[src/hdl/ffha_pkg.sv]
// Shared types and constants for the first-fit heap allocator.
// Used by ffha_ctrl, ffha_dp and first_fit_heap_allocator_top; no dependencies.
`default_nettype none

package ffha_pkg;

   // default sizing
   localparam int MAX_BLOCKS_DEF  = 64;
   localparam int OFFSET_BITS_DEF = 24;

   // request opcodes
   localparam logic [1:0] OP_ALLOC = 2'd0;
   localparam logic [1:0] OP_FREE  = 2'd1;
   localparam logic [1:0] OP_INIT  = 2'd2;

   // result status codes
   localparam logic [1:0] ST_OK         = 2'd0;
   localparam logic [1:0] ST_NO_SPACE   = 2'd1;
   localparam logic [1:0] ST_INVALID    = 2'd2;
   localparam logic [1:0] ST_TABLE_FULL = 2'd3;

   // configuration register indexes
   localparam logic [1:0] CSR_ARENA_LENGTH = 2'd0;
   localparam logic [1:0] CSR_BLOCK_HDR    = 2'd1;
   localparam logic [1:0] CSR_ZONE_HDR     = 2'd2;

   typedef struct packed {
      logic [1:0]  op;
      logic [23:0] request_bytes;
      logic [23:0] data_offset_in;
   } req_type;

   typedef struct packed {
      logic [23:0] data_offset;
      logic [1:0]  status;
      logic [23:0] bytes_in_use;
   } rsp_type;

   // controller to datapath
   typedef struct packed {
      logic       init;
      logic       accept;
      logic       rd_start;
      logic       step;
      logic       capture;
      logic       split;
      logic       alloc_wb;
      logic       free_wb;
      logic       rsp_load;
      logic [1:0] rsp_status;
   } cmd_type;

   // datapath to controller
   typedef struct packed {
      logic [1:0] req_op;
      logic       pre_fail;
      logic       is_alloc;
      logic       hit;
      logic       hit_used;
      logic       walk_end;
      logic       need_split;
      logic       slot_full;
      logic       rsp_free;
   } stat_type;

endpackage

`default_nettype wire

[src/hdl/ffha_ctrl.sv]
// Controller state machine of the first-fit heap allocator.
// Depends on ffha_pkg; drives ffha_dp through cmd_type and reads stat_type.
`default_nettype none

module ffha_ctrl (
   input  wire logic              clock,
   input  wire logic              reset,
   input  wire logic              req_valid,
   output logic                   req_stall,
   input  wire ffha_pkg::stat_type st,
   output ffha_pkg::cmd_type      cmd
);

   typedef enum logic [2:0] {
      S_BOOT,
      S_IDLE,
      S_WALK,
      S_SPLIT,
      S_ALLOC_WB,
      S_FREE_NX,
      S_DONE
   } state_type;

   state_type   state_ff, state_in;
   logic [1:0]  status_ff, status_in;
   logic        stall_ff, stall_in;

   // next state and commands
   always_comb begin
      cmd       = '0;
      state_in  = state_ff;
      status_in = status_ff;
      case (state_ff)
         S_BOOT: begin
            cmd.init = 1'b1;
            state_in = S_IDLE;
         end
         S_IDLE: begin
            if (req_valid) begin
               cmd.accept   = 1'b1;
               cmd.rd_start = 1'b1;
               case (st.req_op)
                  ffha_pkg::OP_ALLOC: begin
                     if (st.pre_fail) begin
                        status_in = ffha_pkg::ST_NO_SPACE;
                        state_in  = S_DONE;
                     end else begin
                        state_in = S_WALK;
                     end
                  end
                  ffha_pkg::OP_FREE: begin
                     state_in = S_WALK;
                  end
                  ffha_pkg::OP_INIT: begin
                     cmd.init  = 1'b1;
                     status_in = ffha_pkg::ST_OK;
                     state_in  = S_DONE;
                  end
                  default: begin
                     status_in = ffha_pkg::ST_INVALID;
                     state_in  = S_DONE;
                  end
               endcase
            end
         end
         S_WALK: begin
            if (st.hit) begin
               cmd.capture = 1'b1;
               if (st.is_alloc) begin
                  if (st.need_split) begin
                     if (st.slot_full) begin
                        status_in = ffha_pkg::ST_TABLE_FULL;
                        state_in  = S_DONE;
                     end else begin
                        state_in = S_SPLIT;
                     end
                  end else begin
                     state_in = S_ALLOC_WB;
                  end
               end else if (st.hit_used) begin
                  // read of the following block is under way
                  state_in = S_FREE_NX;
               end else begin
                  status_in = ffha_pkg::ST_INVALID;
                  state_in  = S_DONE;
               end
            end else begin
               cmd.step = 1'b1;
               if (st.walk_end) begin
                  status_in = st.is_alloc ? ffha_pkg::ST_NO_SPACE : ffha_pkg::ST_INVALID;
                  state_in  = S_DONE;
               end
            end
         end
         S_SPLIT: begin
            cmd.split = 1'b1;
            state_in  = S_ALLOC_WB;
         end
         S_ALLOC_WB: begin
            cmd.alloc_wb = 1'b1;
            status_in    = ffha_pkg::ST_OK;
            state_in     = S_DONE;
         end
         S_FREE_NX: begin
            cmd.free_wb = 1'b1;
            status_in   = ffha_pkg::ST_OK;
            state_in    = S_DONE;
         end
         S_DONE: begin
            if (st.rsp_free) begin
               cmd.rsp_load = 1'b1;
               state_in     = S_IDLE;
            end
         end
         default: begin
            state_in = S_IDLE;
         end
      endcase
      cmd.rsp_status = status_ff;
      stall_in       = (state_in != S_IDLE);
   end

   // state and registered outputs
   always_ff @(posedge clock) begin
      if (reset) begin
         state_ff  <= S_BOOT;
         status_ff <= ffha_pkg::ST_OK;
         stall_ff  <= 1'b1;
      end else begin
         state_ff  <= state_in;
         status_ff <= status_in;
         stall_ff  <= stall_in;
      end
   end

   assign req_stall = stall_ff;

endmodule

`default_nettype wire

[config.mk]
export PLATFORM = sky130hd
export DESIGN_NAME = ffha_ctrl
export DESIGN_NICKNAME = d
export VERILOG_FILES = /design/src/hdl/ffha_pkg.sv /design/src/hdl/ffha_ctrl.sv
export SDC_FILE = /design/constraint.sdc
export NUM_CORES = 1
export LEC_CHECK = 0
export ABC_AREA = 1
export BUFFER_PORTS_ARGS = -buffer_cell sky130_fd_sc_hd__buf_2
export CAP_MARGIN = 20
export CELL_PAD_IN_SITES_DETAIL_PLACEMENT = 1
export CELL_PAD_IN_SITES_GLOBAL_PLACEMENT = 1
export CORE_MARGIN = 2
export CORE_UTILIZATION = 29
export CTS_BUF_LIST = sky130_fd_sc_hd__clkbuf_4 sky130_fd_sc_hd__clkbuf_8
export CTS_CLUSTER_SIZE = 20
export DETAILED_ROUTE_END_ITERATION = 7
export PLACE_DENSITY = 0.78
export SYNTH_ARGS = -nofsm -noshare
export SYNTH_HDL_FRONTEND = slang
export SYNTH_SLANG_ARGS = --single-unit
[constraint.sdc]
create_clock -name clock -period 1.65 [get_ports clock]
set_clock_uncertainty 0.15 [all_clocks]
set_input_delay 0.33 -clock clock [delete_from_list [all_inputs] [get_ports clock]]
set_output_delay 0.33 -clock clock [all_outputs]
set_load 0.02 [all_outputs]
### Yosys cells after proc, flatten, opt, wreduce, memory -nomap -nowiden

Cells that the tools add are included.

* flip-flop bits (word level): 6
* input bits: 13
* output and inout port bits: 12
* word-level logic and storage cells: 58

* eq/ne operators: 16
* mux-type cells: 34
* reduce and logical (&&, ||, !) cells: 5

Operator list (count)
* 3-bit two-way mux: 9
* 2-bit two-way mux: 12
* 3-bit one-hot mux with 5 select lines: 1
* 4-bit inequality test, second input constant: 3
* 2-bit one-hot mux with 3 select lines: 2
* 3-bit == test, second input constant: 3
* 1-bit two-way mux: 8
* 8-bit AND reduction: 1
* 3-bit by 2-bit == test with 1-bit output, second input constant: 2
* 3-bit inequality test, second input constant: 2
* 3-bit one-hot mux with 2 select lines: 1
* 2-bit inequality test, second input constant: 2
* 3-bit by 1-bit == test with 1-bit output, second input constant: 1
* 3-bit zero test: 1
* 3-bit by 1-bit inequality test with 1-bit output, second input constant: 1
* 3-bit nonzero test: 1
* 2-bit by 1-bit == test with 1-bit output, second input constant: 1
* 2-bit == test, second input constant: 1
* 2-bit zero test: 1
* 1-bit one-hot mux with 2 select lines: 1
* 2-bit OR reduction: 1

### Depth between registers and ports, before layout

Gate-level depths: netlist of run 1.

* depth in word-level cells: 6
* mapped depth: 9
* gate-level depth less buffers: 9

### Least setup slack after synthesis of run 1

OpenSTA, ideal clock, no wires.

* kind: register to output
* start point: reg state_ff[0]
* end point: out cmd[10] (netlist name)
* data arrival time: 1.284 ns
* data required time: 1.170 ns
* path slack: -0.114 ns
* stages on the path, launching flop included: 5
* buffers on the path: 0
* cells stage by stage: dfxtp_1 nand2_2 nor2_2 nand2_1 o31ai_1

RTL lines
* from (decl): line ffha_ctrl.sv:24 `state_type state_ff, state_in;`
* from (signal assigned): line ffha_ctrl.sv:130 `state_ff <= state_in;`
* to (decl): line ffha_ctrl.sv:11 `output ffha_pkg::cmd_type cmd`

==> impl_metrics.prom, run 1 <==
# TYPE chip_impl_metric gauge
chip_impl_info{name="result_of_the_run",value="finished, violations left"} 1
chip_impl_info{name="violations_in_the_final_reports",value="negative setup slack"} 1
chip_impl_metric{name="route.detailed.drc",unit=""} 0
chip_impl_metric{name="postSynthCellCount",unit=""} 93
chip_impl_metric{name="area_used_by_multi_input_combinational_logic",unit="um2"} 368
chip_impl_metric{name="area_growth_syn_to_layout",unit="%"} 59.6
chip_impl_metric{name="groute.layer.met1.usage",unit="%"} 19.5
chip_impl_metric{name="dpl.hpwl",unit="um"} 1320
chip_impl_metric{name="final_cell_count_no_fill",unit=""} 153
chip_impl_metric{name="sequential_share_of_the_synthesized_area",unit="%"} 23.0
chip_impl_metric{name="postRouteWirelength",unit="um"} 1710
chip_impl_metric{name="htreeDepth",unit=""} 1
chip_impl_metric{name="power.ir.vdd_worst",unit="mV"} 0.601
chip_impl_metric{name="clock_tree.buffer_depth",unit=""} 2
chip_impl_info{name="cts-root-buf",value="sky130_fd_sc_hd__clkbuf_4"} 1
chip_impl_metric{name="worstPathRequired",unit="ns"} 1.17
chip_impl_metric{name="num_vias",unit=""} 663
chip_impl_metric{name="postSynthAreaPerCell",unit="um2"} 5.62
chip_impl_metric{name="timing_worst_slew_pin_value",unit="ns"} 0.202
chip_impl_metric{name="pin_count_of_the_biggest_net_entering_global_routing",unit=""} 8
chip_impl_metric{name="cts.sinks",unit=""} 6
chip_impl_metric{name="total_leakage_power",unit="uW"} 0.000479
chip_impl_metric{name="worst_skew_pair.late_latency",unit="ns"} 0.24
chip_impl_metric{name="totalNegativeSetupSlack",unit="ns"} -0.210
chip_impl_metric{name="synth_cell_type_count",unit=""} 18
chip_impl_metric{name="fp.dieH",unit="um"} 46.5
chip_impl_info{name="cts_tree",value="yes"} 1
chip_impl_metric{name="finalMaxSlewViolations",unit=""} 0
chip_impl_metric{name="met2_grt_util",unit="%"} 34.4
chip_impl_metric{name="area.sequential",unit="um2"} 126
chip_impl_metric{name="cp_arrival",unit="ns"} 1.25
chip_impl_metric{name="power_per_cell_area",unit="mW/mm2"} 1860
chip_impl_metric{name="finalHoldWorstSlack",unit="ns"} 0.129
chip_impl_metric{name="std_cell_core_area",unit="mm2"} 0.00171
chip_impl_metric{name="clkSlewWorstSetupHoldPaths",unit="ns"} 0.04
chip_impl_metric{name="synth.yosys.warnings",unit=""} 0
chip_impl_metric{name="via_per_inst",unit=""} 4.33
chip_impl_metric{name="detail_route.wl_per_cell",unit="um"} 11.2
chip_impl_metric{name="fmaxAchievable",unit="MHz"} 578
chip_impl_metric{name="antenna_found_initial",unit=""} 0
chip_impl_metric{name="grt_pass1_vias",unit=""} 636
chip_impl_metric{name="fin_crit_sh",unit="%"} 105
chip_impl_metric{name="syn_area",unit="um2"} 523
chip_impl_metric{name="fraction_of_final_layout_cells_with_drive_strength_greater_than_1",unit="%"} 50.0
chip_impl_metric{name="die_w",unit="um"} 46.5
chip_impl_metric{name="place_ws",unit="ns"} 0.0708
chip_impl_metric{name="drt_first_pass_iters",unit=""} 4
chip_impl_metric{name="synth-async-reset-ratio",unit="%"} 0
chip_impl_metric{name="drtIter0Drc",unit=""} 11
chip_impl_metric{name="floorplan.rows",unit=""} 15
chip_impl_metric{name="place.gp.congestion",unit=""} 0.846
chip_impl_metric{name="yosys_register_bits",unit=""} 6
chip_impl_metric{name="global_route.usage.total",unit="%"} 17.8
chip_impl_info{name="mostFrequentLayoutCells",value="23 x sky130_fd_sc_hd__nand2_1, 17 x sky130_fd_sc_hd__buf_2, 15 x sky130_fd_sc_hd__inv_1, 13 x sky130_fd_sc_hd__buf_4, 11 x sky130_fd_sc_hd__nor2_1"} 1
chip_impl_metric{name="drv.max_cap_violation_count",unit=""} 0
chip_impl_metric{name="die_area",unit="mm2"} 0.00216
chip_impl_metric{name="dpl.cell_count",unit=""} 144
chip_impl_metric{name="fill_cells",unit=""} 246
chip_impl_metric{name="floorplan.initialDensity",unit="%"} 30.6
chip_impl_metric{name="count_of_flip_flops_with_a_built_in_enable_after_synthesis",unit=""} 0
chip_impl_info{name="timing.critical_path.to_type",value="primary output"} 1
chip_impl_metric{name="period_minus_slack",unit="ns"} 1.73
chip_impl_info{name="hold_path_class",value="input port to flip-flop"} 1
chip_impl_metric{name="port_buffers",unit=""} 24
chip_impl_metric{name="met3_usage",unit="%"} 3.53
chip_impl_info{name="critPathKind",value="flip-flop to primary output"} 1
chip_impl_metric{name="route.antenna.remaining_nets",unit=""} 0
chip_impl_metric{name="synth_fp_nets",unit=""} 106
chip_impl_metric{name="report.final.setup_viol",unit=""} 3
chip_impl_info{name="sort_of_element_at_the_start_of_the_critical_path",value="flip-flop"} 1
chip_impl_metric{name="finalWorstSetupSlack",unit="ns"} -0.0793
chip_impl_info{name="grt_most_used_layer",value="met2"} 1
chip_impl_metric{name="overflow_left_after_global_routing",unit=""} 0
chip_impl_info{name="most_common_cell_after_layout_fill_and_taps_aside",value="sky130_fd_sc_hd__nand2_1"} 1
chip_impl_metric{name="antenna_cells",unit=""} 0
chip_impl_metric{name="finish.net_count",unit=""} 143
chip_impl_metric{name="num_cts_buffers",unit=""} 3
chip_impl_metric{name="max_slew_margin",unit="%"} 86.4
chip_impl_metric{name="number_of_hold_violations_in_the_final_report",unit=""} 0
chip_impl_metric{name="num_io_pins",unit=""} 25
chip_impl_info{name="rsz0062_at_grt",value="yes"} 1
chip_impl_metric{name="critical_path_peak_fanout",unit=""} 3
chip_impl_metric{name="wire_length_of_the_first_global_routing_pass",unit="um"} 2700
chip_impl_info{name="most_used_flip_flop_cell_after_synthesis",value="sky130_fd_sc_hd__dfxtp_1"} 1
routing by layer:
layer / wire (um) / vias to the layer above
met2: 974 / 17
met5: 0 / -
li1: - / 353
met3: 56 / 0
met4: 0 / 0
met1: 679 / 293
flip-flops by register name, indices dropped and copies added, names as in the netlist:
name / flops
state_ff: 3
req_stall: 1
status_ff: 2
cells in the mapped netlist (2+ instances only):
library cell / instances / area (um2)
sky130_fd_sc_hd__nor2_2: 3 / 18.8
sky130_fd_sc_hd__nand2_2: 5 / 31.3
sky130_fd_sc_hd__nand3_1: 6 / 30.0
sky130_fd_sc_hd__inv_2: 2 / 7.51
sky130_fd_sc_hd__nand2_1: 25 / 93.8
sky130_fd_sc_hd__nor2_1: 17 / 63.8
sky130_fd_sc_hd__o21ai_0: 4 / 20.0
sky130_fd_sc_hd__inv_1: 16 / 60.1
sky130_fd_sc_hd__dfxtp_1: 6 / 120
through the flow:
| step | utilization [%] | power [uW] | instance area, um2 |
|---|---|---|---|
| 3_3_place_gp | 40.7 | 1120 | 694 |
| 6_report | 48.9 | 1550 | 835 |
| 3_5_place_dp | 40.7 | 1160 | 694 |
| 5_1_grt | 48.9 | 1690 | 835 |
| 2_1_floorplan | - | 889 | 528 |
| 4_1_cts | 45.0 | 1430 | 768 |
where the power goes:
group	internal, uW	total, uW	switching (uW)	leakage [uW]
sequential	221	275	54.2	0.0000509
clock	82.2	134	51.6	0.0000138
combinational	462	1140	683	0.000414
total	764	1550	789	0.000479
cell families (layout without fill, tap and decap cells):
| logic type | after synthesis | count (layout) | share of synthesized area (%) |
|---|---|---|---|
| AO/OA/AOI/OAI | 8 | 8 | 8.85 |
| AND/OR/NAND/NOR | 60 | 60 | 53.8 |
| buffers and inverters | 19 | 54 | 14.4 |
| flip-flops | 6 | 6 | 23.0 |
final timing paths:
| check | start | to | slack [ns] | cells past startpoint |
|---|---|---|---|---|
| setup / recovery | state_ff[2]$_SDFF_PP0_ | cmd[10] | -0.08 | 6 |
| hold / removal | reset | state_ff[2]$_SDFF_PP0_ | 0.13 | 2 |
| setup reg to reg | state_ff[0]$_SDFF_PP0_ | status_ff[0]$_SDFFE_PP0P_ | 0.07 | 9 |
| hold reg to reg | status_ff[1]$_SDFFE_PP0P_ | status_ff[1]$_SDFFE_PP0P_ | 0.40 | 4 |
timing repair:
action / 4_1_cts / 5_1_grt
buffers inserted: 4 / 2
hold buffers: 0 / 0
endpoints found under the hold margin: 0 / 0
setup endpoints to repair: 7 / 10
resized for setup: 10 / 17
pin swaps: 2 / 4
area by class of cell:
class | instances | area share (%)
clock buffers | 3 | 2.70
inverters | 18 | 8.40
multi-input cells | 68 | 44.1
flip-flops and latches | 6 | 15.1
well taps | 25 | 3.75
repair buffers | 33 | 25.9
worst max-delay path, stage by stage, from the launching register on:
cell	delay, ns
sky130_fd_sc_hd__dfxtp_2	0.31
sky130_fd_sc_hd__inv_2	0.06
sky130_fd_sc_hd__nand2_2	0.07
sky130_fd_sc_hd__nor2_4	0.12
sky130_fd_sc_hd__nand2_2	0.07
sky130_fd_sc_hd__o31ai_2	0.18
sky130_fd_sc_hd__buf_4	0.18
(Power assumes the default switching activity.)
==> inputs of run 2 (changes only) <==
--- a/config.mk
+++ b/config.mk
@@ -6,16 +6,16 @@
 export NUM_CORES = 1
 export LEC_CHECK = 0
 export ABC_AREA = 1
-export BUFFER_PORTS_ARGS = -buffer_cell sky130_fd_sc_hd__buf_2
 export CAP_MARGIN = 20
 export CELL_PAD_IN_SITES_DETAIL_PLACEMENT = 1
 export CELL_PAD_IN_SITES_GLOBAL_PLACEMENT = 1
 export CORE_MARGIN = 2
-export CORE_UTILIZATION = 29
+export CORE_UTILIZATION = 40
 export CTS_BUF_LIST = sky130_fd_sc_hd__clkbuf_4 sky130_fd_sc_hd__clkbuf_8
 export CTS_CLUSTER_SIZE = 20
 export DETAILED_ROUTE_END_ITERATION = 7
-export PLACE_DENSITY = 0.78
+export DONT_BUFFER_PORTS = 1
+export PLACE_DENSITY = 0.77
 export SYNTH_ARGS = -nofsm -noshare
 export SYNTH_HDL_FRONTEND = slang
 export SYNTH_SLANG_ARGS = --single-unit
==> run 2 against run 1 <==
Effect of this change:
- the flow still finishes with violations (negative setup slack)
- clock power about the same
- wire length up 4.4%
- combinational power down 11%
- worst setup slack about the same
- first-iteration DRC count down 36%
- utilization up 9.8 points
- sequential share of layout area up 2.2 points
- sequential power up 20%
- final area down 12%
- total power down 4.4%
- critical path depth down 1
- flip-flop and latch count unchanged
- largest power group unchanged
==> impl_metrics.prom, run 2 (synthesis results as in run 1) <==
# TYPE chip_impl_metric gauge
chip_impl_metric{name="overflow_left_after_global_routing",unit=""} 0
chip_impl_metric{name="clock_tree.buffer_depth",unit=""} 2
chip_impl_info{name="violations_in_the_final_reports",value="negative setup slack"} 1
chip_impl_metric{name="timing_worst_slew_pin_value",unit="ns"} 0.264
chip_impl_info{name="cts-root-buf",value="sky130_fd_sc_hd__clkbuf_4"} 1
chip_impl_metric{name="report.power.total",unit="uW"} 1480
chip_impl_metric{name="finalHoldWorstSlack",unit="ns"} 0.114
chip_impl_metric{name="fmaxAchievable",unit="MHz"} 578
chip_impl_metric{name="cp_arrival",unit="ns"} 1.25
chip_impl_metric{name="port_buffers",unit=""} 0
chip_impl_metric{name="worst_skew_pair.late_latency",unit="ns"} 0.24
chip_impl_metric{name="power_per_cell_area",unit="mW/mm2"} 2020
chip_impl_metric{name="floorplan.initialDensity",unit="%"} 41.8
chip_impl_metric{name="fp.dieH",unit="um"} 40.2
chip_impl_metric{name="power.ir.vdd_worst",unit="mV"} 0.797
chip_impl_metric{name="number_of_hold_violations_in_the_final_report",unit=""} 0
chip_impl_info{name="cp_slowest_cell",value="sky130_fd_sc_hd__dfxtp_4"} 1
chip_impl_metric{name="place.gp.congestion",unit=""} 0.753
chip_impl_metric{name="cts.sinks",unit=""} 6
chip_impl_metric{name="fin_crit_sh",unit="%"} 105
chip_impl_metric{name="totalNegativeSetupSlack",unit="ns"} -0.149
chip_impl_metric{name="met3_usage",unit="%"} 10.0
chip_impl_info{name="timing.critical_path.cells",value="nand2_4 -> nor2_4 -> nand2_2 -> o31ai_2 -> buf_4"} 1
chip_impl_metric{name="die_area",unit="mm2"} 0.00161
chip_impl_metric{name="antenna_cells",unit=""} 0
chip_impl_metric{name="num_io_pins",unit=""} 25
chip_impl_metric{name="area_growth_syn_to_layout",unit="%"} 40.4
chip_impl_metric{name="htreeDepth",unit=""} 1
chip_impl_info{name="mostFrequentLayoutCells",value="23 x sky130_fd_sc_hd__nand2_1, 15 x sky130_fd_sc_hd__inv_1, 13 x sky130_fd_sc_hd__nor2_1, 11 x sky130_fd_sc_hd__buf_4"} 1
chip_impl_info{name="result_of_the_run",value="finished, violations left"} 1
chip_impl_metric{name="max_slew_margin",unit="%"} 82.2
chip_impl_metric{name="route.antenna.remaining_nets",unit=""} 0
chip_impl_metric{name="pin_count_of_the_biggest_net_entering_global_routing",unit=""} 8
chip_impl_metric{name="final_core_util",unit="%"} 58.6
chip_impl_metric{name="finalWorstSetupSlack",unit="ns"} -0.0791
chip_impl_metric{name="worstPathRequired",unit="ns"} 1.17
chip_impl_metric{name="total_leakage_power",unit="uW"} 0.000404
chip_impl_metric{name="clkSlewWorstSetupHoldPaths",unit="ns"} 0.05
chip_impl_metric{name="met2_grt_util",unit="%"} 42.7
chip_impl_info{name="critPathKind",value="flip-flop to primary output"} 1
chip_impl_info{name="most_common_cell_after_layout_fill_and_taps_aside",value="sky130_fd_sc_hd__nand2_1"} 1
chip_impl_metric{name="postRouteWirelength",unit="um"} 1790
chip_impl_metric{name="route.detailed.drc",unit=""} 0
chip_impl_metric{name="fraction_of_final_layout_cells_with_drive_strength_greater_than_1",unit="%"} 37.3
chip_impl_metric{name="cpPeakStageDelay",unit="ns"} 0.39
chip_impl_metric{name="die_w",unit="um"} 40.2
chip_impl_metric{name="groute.layer.met1.usage",unit="%"} 22.1
chip_impl_metric{name="dpl.hpwl",unit="um"} 1160
chip_impl_metric{name="num_cts_buffers",unit=""} 3
chip_impl_metric{name="wire_length_of_the_first_global_routing_pass",unit="um"} 2440
chip_impl_metric{name="num_vias",unit=""} 644
chip_impl_metric{name="critical_path_peak_fanout",unit=""} 5
chip_impl_metric{name="antenna_found_initial",unit=""} 0
chip_impl_metric{name="fill_cells",unit=""} 181
chip_impl_metric{name="period_minus_slack",unit="ns"} 1.73
chip_impl_info{name="cts_tree",value="yes"} 1
chip_impl_metric{name="floorplan.rows",unit=""} 13
chip_impl_metric{name="finalMaxSlewViolations",unit=""} 0
chip_impl_info{name="top_register",value="state_ff"} 1
chip_impl_metric{name="drtIter0Drc",unit=""} 7
chip_impl_info{name="grt_most_used_layer",value="met2"} 1
chip_impl_metric{name="grt_pass1_vias",unit=""} 613
chip_impl_metric{name="detail_route.wl_per_cell",unit="um"} 14.3
chip_impl_metric{name="drt_first_pass_iters",unit=""} 4
chip_impl_metric{name="report.final.setup_viol",unit=""} 4
chip_impl_info{name="sort_of_element_at_the_start_of_the_critical_path",value="flip-flop"} 1
chip_impl_metric{name="global_route.usage.total",unit="%"} 22.9
chip_impl_metric{name="drv.max_cap_violation_count",unit=""} 0
chip_impl_info{name="rsz0062_at_grt",value="yes"} 1
chip_impl_metric{name="largest_register_ffs",unit=""} 3
chip_impl_metric{name="via_per_inst",unit=""} 5.15
chip_impl_info{name="hold_path_class",value="input port to flip-flop"} 1
chip_impl_info{name="timing.critical_path.to_type",value="primary output"} 1
chip_impl_metric{name="finish.net_count",unit=""} 125
chip_impl_metric{name="std_cell_core_area",unit="mm2"} 0.00125
==> run 2: worst paths after layout <==
check             depth (start not counted)                 startpoint  slack (ns)                        end
setup / recovery                          5     state_ff[0]$_SDFF_PP0_       -0.08                    cmd[10]
hold / removal                            2                      reset        0.11       req_stall$_SDFF_PP1_
setup reg to reg                         11     state_ff[2]$_SDFF_PP0_           0  status_ff[1]$_SDFFE_PP0P_
hold reg to reg                           4  status_ff[0]$_SDFFE_PP0P_        0.48  status_ff[0]$_SDFFE_PP0P_
==> run 2: cell type report <==
type,count,area [um2],share of cell area (%)
repair buffers,15,125,17.0
flip-flops and latches,6,128,17.4
inverters,18,72.6,9.88
well taps,15,18.8,2.56
clock buffers,3,22.5,3.07
multi-input cells,68,368,50.1
==> run 2: worst max-delay path: cells and delay by family (launching register included) <==
family	cells	cell delay, ns
AOI/OAI and AO/OA	1	0.18
and+or+nand+nor	3	0.26
DFF	1	0.39
buffers and inverters	1	0.18
==> run 2: where the power goes <==
part	internal [uW]	total, uW	switching, uW
combinational	408	1020	612
clock	82.3	135	52.7
sequential	223	330	107
==> run 2: what timing repair did <==
action | in CTS | in global routing
endpoints found under the setup margin | 7 | 7
setup buffers | 4 | 1
hold buffers | 1 | 1
gates resized for setup | 13 | 6
hold endpoints to repair | 1 | 1
pin swaps | 2 | 2
gates cloned | 0 | 0
==> run 2: routing by layer <==
metal  share of wire (%)  routed length [um]
met1                  36                 641
met2                  58                1030
met3                 4.3                  76
met4                 1.9                  34
met5                   0                   0
==> run 2: per-stage QoR <==
stage               std cells  setup WS, ns  cell area [um2]
finish                    125       -0.0791              734
global placement          115        0.0740              599
CTS                       123       -0.0651              698
floorplan                  93        0.0473              528
detailed placement        115      -0.00212              599
global route              125        -0.146              734
